**src/hdl/lbr_pkg.sv**
```systemverilog
// lbr_pkg: types and constants shared by the lcg48 bounded random block
// beat structs, control/status structs, state enum and generator constants
// no dependencies
package lbr_pkg;

   localparam logic [34:0] LCG_MULT = 35'h5_DEEC_E66D;
   localparam logic [47:0] LCG_INC = 48'hB;
   localparam int unsigned DIV_STEPS = 31;

   localparam logic CMD_SEED = 1'b0;
   localparam logic CMD_DRAW = 1'b1;

   localparam logic [1:0] REG_BOUNDED_MODE = 2'd0;
   localparam logic [1:0] REG_MIN_BOUND = 2'd1;
   localparam logic [1:0] REG_MAX_BOUND = 2'd2;

   typedef struct packed {
      logic command;
      logic signed [63:0] seed_value;
   } req_beat_type;

   typedef struct packed {
      logic [31:0] random_value;
      logic span_error;
   } rsp_beat_type;

   typedef enum logic [1:0] {
      OUT_RAW,
      OUT_BOUNDED,
      OUT_ERROR
   } out_sel_type;

   typedef enum logic [3:0] {
      ST_IDLE,
      ST_ADV0,
      ST_ADV1,
      ST_ADV2,
      ST_ADV3,
      ST_POW,
      ST_DIV_INIT,
      ST_DIV_STEP,
      ST_DIV_CHECK,
      ST_OUT
   } lbr_state_type;

   typedef struct packed {
      logic load_seed;
      logic mul_first;
      logic mul_acc;
      logic mul_prod;
      logic [1:0] mul_idx;
      logic mul_commit;
      logic pow_load;
      logic div_init;
      logic div_step;
      logic val_from_rem;
      logic out_load;
      out_sel_type out_sel;
   } lbr_cmd_type;

   typedef struct packed {
      logic bounded;
      logic span_err;
      logic span_pow2;
      logic reject;
   } lbr_status_type;

endpackage

```
**src/hdl/lcg48_bounded_random.sv**
```systemverilog
// lcg48_bounded_random: top level of the 48-bit lcg with bounded draws
// instantiates lbr_ctrl and lbr_dp, depends on lbr_pkg
//
// usage:
//   req channel (req_valid/req_stall/req_data) carries one command beat.
//   command seed loads seed_value[47:0] xor the multiplier into the state and
//   gives no rsp beat; it is taken in the accept cycle. command draw gives
//   exactly one rsp beat (random_value, span_error) on rsp_valid/rsp_stall.
//   csr port: csr_wr_en writes csr_wdata to register csr_index
//   (0 bounded_mode, 1 min_bound, 2 max_bound); write only while idle.
//   steps of a draw: unbounded draws run the split multiply (ST_ADV0 to ST_ADV3);
//     a bad span goes straight to the output; a power-of-two span adds a scale
//     step; other spans add setup, a one-bit-per-cycle remainder of the 31-bit
//     draw and a check, and each rejected draw repeats multiply and remainder.
//   one command is worked at a time; req_stall is high while a draw runs,
//   so the next command can be taken in the cycle in which rsp_valid rises.
//   the rsp beat sits in an output register, so a new command is taken while
//   a result waits; a stalled rsp holds and a following draw waits at its end.
//   synchronous reset clears state, config registers, generator state and rsp_valid.
module lcg48_bounded_random
   import lbr_pkg::*;
(
   input  logic clock,
   input  logic reset,
   input  logic req_valid,
   output logic req_stall,
   input  req_beat_type req_data,
   output logic rsp_valid,
   input  logic rsp_stall,
   output rsp_beat_type rsp_data,
   input  logic csr_wr_en,
   input  logic [1:0] csr_index,
   input  logic [31:0] csr_wdata
);

   lbr_cmd_type cmd;
   lbr_status_type status;

   lbr_ctrl u_ctrl (
      .clock       (clock),
      .reset       (reset),
      .req_valid   (req_valid),
      .req_stall   (req_stall),
      .req_command (req_data.command),
      .rsp_valid   (rsp_valid),
      .rsp_stall   (rsp_stall),
      .status      (status),
      .cmd         (cmd)
   );

   lbr_dp u_dp (
      .clock     (clock),
      .reset     (reset),
      .csr_wr_en (csr_wr_en),
      .csr_index (csr_index),
      .csr_wdata (csr_wdata),
      .req_data  (req_data),
      .cmd       (cmd),
      .status    (status),
      .rsp_data  (rsp_data)
   );

endmodule

```
**src/hdl/lbr_dp.sv**
```systemverilog
// lbr_dp: datapath with generator state, config registers, split multiplier,
// power-of-two scaler, bit-serial remainder unit and result register
// depends on lbr_pkg
module lbr_dp
   import lbr_pkg::*;
(
   input  logic clock,
   input  logic reset,
   input  logic csr_wr_en,
   input  logic [1:0] csr_index,
   input  logic [31:0] csr_wdata,
   input  req_beat_type req_data,
   input  lbr_cmd_type cmd,
   output lbr_status_type status,
   output rsp_beat_type rsp_data
);

   logic bounded_ff;
   logic [31:0] min_ff;
   logic [31:0] max_ff;
   logic [47:0] lcg_ff;
   logic [47:0] acc_ff;
   logic [47:0] prod_ff;
   logic [31:0] val_ff;
   logic [31:0] rem_ff;
   logic [30:0] dvd_ff;
   rsp_beat_type rsp_ff;

   logic [32:0] span_wide;
   logic [31:0] span;
   logic [30:0] draw31;
   logic [15:0] chunk;
   logic [50:0] prod_full;
   logic [47:0] prod_in;
   logic [62:0] pow_prod;
   logic [32:0] rem_shift;
   logic [32:0] accept_sum;
   rsp_beat_type rsp_in;

   assign span_wide = {1'b0, max_ff} - {1'b0, min_ff} + 33'd1;
   assign span = span_wide[31:0];
   assign draw31 = lcg_ff[47:17];

   assign status.bounded = bounded_ff;
   assign status.span_err = (span == 32'd0) || (span > 32'h8000_0000);
   assign status.span_pow2 = ((span & (span - 32'd1)) == 32'd0);
   assign accept_sum = {2'b0, draw31} - {1'b0, rem_ff} + {1'b0, span} - 33'd1;
   assign status.reject = (accept_sum > 33'h0_7FFF_FFFF);

   // one 16-bit slice of the state per step
   always_comb begin
      case (cmd.mul_idx)
         2'd0: chunk = lcg_ff[15:0];
         2'd1: chunk = lcg_ff[31:16];
         2'd2: chunk = lcg_ff[47:32];
         default: chunk = 16'd0;
      endcase
      prod_full = 51'(chunk) * 51'(LCG_MULT);
      case (cmd.mul_idx)
         2'd0: prod_in = prod_full[47:0];
         2'd1: prod_in = {prod_full[31:0], 16'd0};
         2'd2: prod_in = {prod_full[15:0], 32'd0};
         default: prod_in = 48'd0;
      endcase
   end

   assign pow_prod = 63'(span) * 63'(draw31);
   assign rem_shift = {rem_ff, dvd_ff[30]};

   always_comb begin
      case (cmd.out_sel)
         OUT_RAW: begin
            rsp_in.random_value = lcg_ff[47:16];
            rsp_in.span_error = 1'b0;
         end
         OUT_BOUNDED: begin
            rsp_in.random_value = val_ff + min_ff;
            rsp_in.span_error = 1'b0;
         end
         OUT_ERROR: begin
            rsp_in.random_value = 32'd0;
            rsp_in.span_error = 1'b1;
         end
         default: begin
            rsp_in.random_value = 32'd0;
            rsp_in.span_error = 1'b0;
         end
      endcase
   end

   always_ff @(posedge clock) begin
      if (reset) begin
         bounded_ff <= 1'b0;
         min_ff <= 32'd0;
         max_ff <= 32'd0;
         lcg_ff <= 48'd0;
      end else begin
         if (csr_wr_en) begin
            case (csr_index)
               REG_BOUNDED_MODE: bounded_ff <= csr_wdata[0];
               REG_MIN_BOUND: min_ff <= csr_wdata;
               REG_MAX_BOUND: max_ff <= csr_wdata;
               default: ;
            endcase
         end
         if (cmd.load_seed) begin
            lcg_ff <= req_data.seed_value[47:0] ^ 48'(LCG_MULT);
         end else if (cmd.mul_commit) begin
            lcg_ff <= acc_ff + prod_ff;
         end
      end
   end

   always_ff @(posedge clock) begin
      if (cmd.mul_first) begin
         acc_ff <= LCG_INC;
      end else if (cmd.mul_acc) begin
         acc_ff <= acc_ff + prod_ff;
      end
      if (cmd.mul_prod) begin
         prod_ff <= prod_in;
      end
      if (cmd.pow_load) begin
         val_ff <= pow_prod[62:31];
      end else if (cmd.val_from_rem) begin
         val_ff <= rem_ff;
      end
      if (cmd.div_init) begin
         rem_ff <= 32'd0;
         dvd_ff <= draw31;
      end else if (cmd.div_step) begin
         if (rem_shift >= {1'b0, span}) begin
            rem_ff <= 32'(rem_shift - {1'b0, span});
         end else begin
            rem_ff <= rem_shift[31:0];
         end
         dvd_ff <= {dvd_ff[29:0], 1'b0};
      end
      if (cmd.out_load) begin
         rsp_ff <= rsp_in;
      end
   end

   assign rsp_data = rsp_ff;

endmodule

```
**src/hdl/lbr_ctrl.sv**
```systemverilog
// lbr_ctrl: controller state machine sequencing seed load, state advance,
// scaling or remainder with rejection, and the result handshake
// depends on lbr_pkg
module lbr_ctrl
   import lbr_pkg::*;
(
   input  logic clock,
   input  logic reset,
   input  logic req_valid,
   output logic req_stall,
   input  logic req_command,
   output logic rsp_valid,
   input  logic rsp_stall,
   input  lbr_status_type status,
   output lbr_cmd_type cmd
);

   lbr_state_type state_ff, state_in;
   logic [4:0] cnt_ff, cnt_in;
   logic rsp_valid_ff, rsp_valid_in;
   logic out_free;

   assign out_free = !rsp_valid_ff || !rsp_stall;

   always_ff @(posedge clock) begin
      if (reset) begin
         state_ff <= ST_IDLE;
         cnt_ff <= 5'd0;
         rsp_valid_ff <= 1'b0;
      end else begin
         state_ff <= state_in;
         cnt_ff <= cnt_in;
         rsp_valid_ff <= rsp_valid_in;
      end
   end

   always_comb begin
      state_in = state_ff;
      cnt_in = cnt_ff;
      rsp_valid_in = rsp_valid_ff && rsp_stall;
      req_stall = (state_ff != ST_IDLE);
      cmd = '0;
      if (!status.bounded) begin
         cmd.out_sel = OUT_RAW;
      end else if (status.span_err) begin
         cmd.out_sel = OUT_ERROR;
      end else begin
         cmd.out_sel = OUT_BOUNDED;
      end

      case (state_ff)
         ST_IDLE: begin
            if (req_valid) begin
               if (req_command == CMD_SEED) begin
                  cmd.load_seed = 1'b1;
               end else if (status.bounded && status.span_err) begin
                  state_in = ST_OUT;
               end else begin
                  state_in = ST_ADV0;
               end
            end
         end
         ST_ADV0: begin
            cmd.mul_first = 1'b1;
            cmd.mul_prod = 1'b1;
            cmd.mul_idx = 2'd0;
            state_in = ST_ADV1;
         end
         ST_ADV1: begin
            cmd.mul_acc = 1'b1;
            cmd.mul_prod = 1'b1;
            cmd.mul_idx = 2'd1;
            state_in = ST_ADV2;
         end
         ST_ADV2: begin
            cmd.mul_acc = 1'b1;
            cmd.mul_prod = 1'b1;
            cmd.mul_idx = 2'd2;
            state_in = ST_ADV3;
         end
         ST_ADV3: begin
            cmd.mul_commit = 1'b1;
            if (!status.bounded) begin
               state_in = ST_OUT;
            end else if (status.span_pow2) begin
               state_in = ST_POW;
            end else begin
               state_in = ST_DIV_INIT;
            end
         end
         ST_POW: begin
            cmd.pow_load = 1'b1;
            state_in = ST_OUT;
         end
         ST_DIV_INIT: begin
            cmd.div_init = 1'b1;
            cnt_in = 5'd0;
            state_in = ST_DIV_STEP;
         end
         ST_DIV_STEP: begin
            cmd.div_step = 1'b1;
            cnt_in = cnt_ff + 5'd1;
            if (cnt_ff == 5'(DIV_STEPS - 1)) begin
               state_in = ST_DIV_CHECK;
            end
         end
         ST_DIV_CHECK: begin
            if (status.reject) begin
               state_in = ST_ADV0;
            end else begin
               cmd.val_from_rem = 1'b1;
               state_in = ST_OUT;
            end
         end
         ST_OUT: begin
            if (out_free) begin
               cmd.out_load = 1'b1;
               rsp_valid_in = 1'b1;
               state_in = ST_IDLE;
            end
         end
         default: begin
            state_in = ST_IDLE;
         end
      endcase
   end

   assign rsp_valid = rsp_valid_ff;

endmodule
```
**config.mk**
```make
export PLATFORM = sky130hd
export DESIGN_NAME = lcg48_bounded_random
export DESIGN_NICKNAME = d
export VERILOG_FILES = /design/src/hdl/lbr_pkg.sv /design/src/hdl/lcg48_bounded_random.sv /design/src/hdl/lbr_dp.sv /design/src/hdl/lbr_ctrl.sv
export SDC_FILE = /design/constraint.sdc
export NUM_CORES = 2
export LEC_CHECK = 0
export ABC_AREA = 1
export CORE_MARGIN = 1
export CORE_UTILIZATION = 40
export DETAILED_ROUTE_END_ITERATION = 10
export DONT_BUFFER_PORTS = 1
export HOLD_SLACK_MARGIN = 0.1
export PLACE_DENSITY = 0.53
export SLEW_MARGIN = 10
export SYNTH_ARGS = -nofsm -noshare
export SYNTH_HDL_FRONTEND = slang
export SYNTH_SLANG_ARGS = --single-unit
```
**constraint.sdc**
```tcl
create_clock -name clock -period 11.8 [get_ports clock]
set_input_delay 2.36 -clock clock [delete_from_list [all_inputs] [get_ports clock]]
set_output_delay 2.36 -clock clock [all_outputs]
set_load 0.03 [all_outputs]
```
==> results_dict.tcl <==
set metrics [dict create \
    dieArea_um2 166000 \
    synth_cell_types 66 \
    status "complete, no violations" \
    nets 10034 \
    portBuffers 0 \
    core-area_um2 163000 \
    path_class "reg2reg" \
    htreeDepth 2 \
    crit_arrival_ns 10.80 \
    irDropWorstVdd_v 0.000407 \
    clk_latency_ns 0.60 \
    max_freq_mhz 95.1 \
    ant_nets 0 \
    ys_seq_area_frac 0.127 \
    route.detailed.drc 0 \
    cts_inserted_buffers 37 \
    wl_per_cell_um 24.3 \
    synth_top_cells_by_count "1793 x inv_1, 1509 x nand2_1, 1133 x fa_1, 868 x nor2_1, 614 x ha_1" \
    die-height_um 408 \
    synthCells 8288 \
    grt_pass1_wl_um 374000 \
    slew_headroom 0.172 \
    rrSetupSlack_ns 1.29 \
    finalHoldViolCount 0 \
    cts_buffer_depth 3 \
    dr.pass1.iters 6 \
    synth.most_common_cell "inv_1" \
    path_clk_slew_ns 0.07 \
    yosysWarningCount 0 \
    r2r-end "u_dp.val_ff[23]$_DFFE_PP_" \
    layout-drive-gt1-share 0.0455 \
    cp-start-kind "register" \
    slowest_stage "nand2_1" \
    finalSetupViolations 0 \
    power.total_mw 20.4 \
    cp_common_cell "fa_1" \
    reg2regPathDepth 38 \
    powerDensity_nw_per_um2 292 \
    netlist_area_um2 65900 \
    max_cap_violations 0 \
    tns_ns 0 \
    cts_sinks 347 \
    grt_overflow 0 \
    vias 55713 \
    drt_iter0_drc 4709 \
    worst_pin_slew_ns 1.24 \
    rsz0062_at_grt "false" \
    cp-end-kind "register" \
    grt_start_max_net_pins 65 \
    synth_edf_count 144 \
    clockRootBuffer "clkbuf_16" \
    setup.worst_path.start "u_dp.min_ff[1]$_SDFFE_PP0P_" \
    post-cts-setup-buffers 0 \
    ctsHoldBuffers 0 \
    place_congestion 1.00 \
    via_per_inst 5.35 \
    area_delta_synth_final_pct 6.13 \
    synth_area_leaders "fa_1 34%, ha_1 12%, inv_1 10%" \
    num_rows 148 \
    cts_resized 0 \
    synth_top_area_frac 0.344 \
    hold_class "reg2reg" \
    critPathRequiredTime_ns 12.08 \
    drv_slew 0 \
    ys_seq_elements 347 \
    fp.dieW_um 408 \
    fin_crit_sh 0.891 \
    ys.flop_type "dfxtp_1" \
    grt_pass1_vias 56571 \
    synth_fp_nets 10139 \
    start_util 0.404 \
    crit_fanout 13 \
    skew_ns 0.0340 \
    cts_tree "done" \
    synthArstFlopShare 0 \
    rr_startpoint "u_dp.min_ff[1]$_SDFFE_PP0P_" \
    yosysTopAreaCell "fa_1" \
    leakagePower_nw 35.1 \
    endpoint "u_dp.val_ff[23]$_DFFE_PP_" \
    max_stage_delay_ns 0.66 \
    grt_usage 0.305 \
    fin_crit_ns 10.51 \
    ioPinCount 139 \
    routed_wl_um 253000 \
    antenna_found_initial 20 \
    dp.final_hpwl_um 209000 \
    avgSynthCellArea_um2 7.95 \
]
-- report_power, final --
group | internal [mW] | total, mW | switching [mW]
sequential | 1.61 | 1.75 | 0.141
clock | 0.666 | 1.23 | 0.560
combinational | 5.77 | 17.4 | 11.7
total | 8.04 | 20.4 | 12.4
-- flip-flops by register name (all words and copies together), names as in the netlist --
register          count
u_dp.rem_ff          32
u_ctrl.rsp_valid      1
u_dp.dvd_ff          31
u_dp.lcg_ff          48
u_dp.max_ff          32
u_ctrl.state_ff       4
u_dp.bounded_ff       1
u_dp.rsp_data        33
u_dp.acc_ff          48
u_dp.val_ff          32
u_ctrl.cnt_ff         5
u_dp.min_ff          32
u_dp.prod_ff         48
-- cell type report --
| type | count | area [µm²] |
|---|---|---|
| Tap cell | 2175 | 2720 |
| Fill cell | 16790 | 93200 |
| Clock inverter | 18 | 153 |
| Timing Repair Buffer | 148 | 1120 |
| Sequential cell | 347 | 8390 |
| Antenna cell | 18 | 45.0 |
| Clock buffer | 50 | 1070 |
| Multi-Input combinational cell | 5805 | 49500 |
| Inverter | 1844 | 6920 |
-- cells by family (layout without fill, tap and decap cells) --
| logic type | Yosys count | count (layout) | synth area share |
|---|---|---|---|
| AO/OA/AOI/OAI | 1146 | 1146 | 0.0985 |
| XOR/XNOR | 151 | 151 | 0.0205 |
| adder cells (fa/ha/maj) | 1747 | 1747 | 0.461 |
| buffers and inverters | 2136 | 2060 | 0.123 |
| flip-flops | 347 | 347 | 0.127 |
| other | 0 | 18 | 0 |
| AND/OR/NAND/NOR | 2761 | 2761 | 0.170 |
-- how the worst min path moves through the flow --
| stage | endpoint | depth (start not counted) | from |
|---|---|---|---|
| finish | u_dp.max_ff[1]$_SDFFE_PP0P_ | 2 | u_dp.max_ff[1]$_SDFFE_PP0P_ |
| global route | u_dp.max_ff[1]$_SDFFE_PP0P_ | 2 | u_dp.max_ff[1]$_SDFFE_PP0P_ |
| detailed placement | u_dp.max_ff[1]$_SDFFE_PP0P_ | 2 | u_dp.max_ff[1]$_SDFFE_PP0P_ |
| floorplan | u_ctrl.cnt_ff[3]$_SDFFE_PP0P_ | 1 | u_ctrl.cnt_ff[3]$_SDFFE_PP0P_ |
| global placement | u_ctrl.cnt_ff[3]$_SDFFE_PP0P_ | 1 | u_ctrl.cnt_ff[3]$_SDFFE_PP0P_ |
| CTS | u_ctrl.cnt_ff[4]$_SDFFE_PP0P_ | 2 | u_ctrl.cnt_ff[4]$_SDFFE_PP0P_ |
-- metrics by stage --
stage / std cells / hold slack (ns) / setup WS, ns / util / area [µm²]
2_1_floorplan: 8288 / 0.422 / 3.06 / - / 65900
3_3_place_gp: 10319 / 0.436 / 1.44 / 0.421 / 68700
3_5_place_dp: 10319 / 0.456 / 1.43 / 0.421 / 68700
4_1_cts: 10387 / 0.469 / 1.37 / 0.428 / 69900
5_1_grt: 10387 / 0.504 / 0.786 / 0.428 / 69900
6_report: 10405 / 0.467 / 1.29 / 0.429 / 69900
-- layout by cell type (no fill, tap or decap), types with 6 or more instances in the layout --
| cell | instances |
|---|---|
| clkinv_1 | 24 |
| and3_1 | 7 |
| nand4_1 | 39 |
| dfxtp_1 | 203 |
| a21oi_1 | 397 |
| inv_2 | 36 |
| o22ai_2 | 10 |
| nand2_2 | 30 |
| nor2_4 | 12 |
| fa_1 | 1133 |
| nand3b_1 | 11 |
| o21a_1 | 16 |
| buf_4 | 147 |
| nor2_1 | 861 |
| o21bai_1 | 49 |
| a221oi_1 | 13 |
| ha_1 | 614 |
| clkbuf_1 | 6 |
| nand2_1 | 1503 |
| inv_1 | 1788 |
| xor2_1 | 73 |
| clkbuf_16 | 39 |
| edfxtp_1 | 144 |
| nor4_1 | 12 |
| diode_2 | 18 |
| nor2_2 | 12 |
| a21boi_0 | 13 |
| nand3_1 | 151 |
| nand3_2 | 12 |
| nor3_1 | 51 |
| a31oi_1 | 119 |
| o21ai_0 | 388 |
| o221ai_1 | 16 |
| o22ai_1 | 45 |
| a21o_1 | 18 |
| o211ai_1 | 19 |
| xnor2_1 | 76 |
| or2_2 | 39 |
| o21ai_1 | 19 |
-- routing by layer --
| layer | GRT usage | routed length, µm | up-vias |
|---|---|---|---|
| met5 | 0 | 57 | - |
| met4 | 0.120 | 11900 | 8 |
| met3 | 0.0435 | 17200 | 388 |
| met2 | 0.506 | 119000 | 1967 |
| met1 | 0.400 | 105000 | 28098 |
| li1 | - | - | 25252 |
-- critical path: cells and delay by family, from the launching register on --
family	cells	cell delay (ns)
adders and majority gates	12	5.15
DFF	1	0.46
and+or+nand+nor	13	2.11
AOI/OAI and AO/OA	6	1.60
buffers and inverters	7	0.84
No activity file was read; power rests on OpenSTA's default activity.
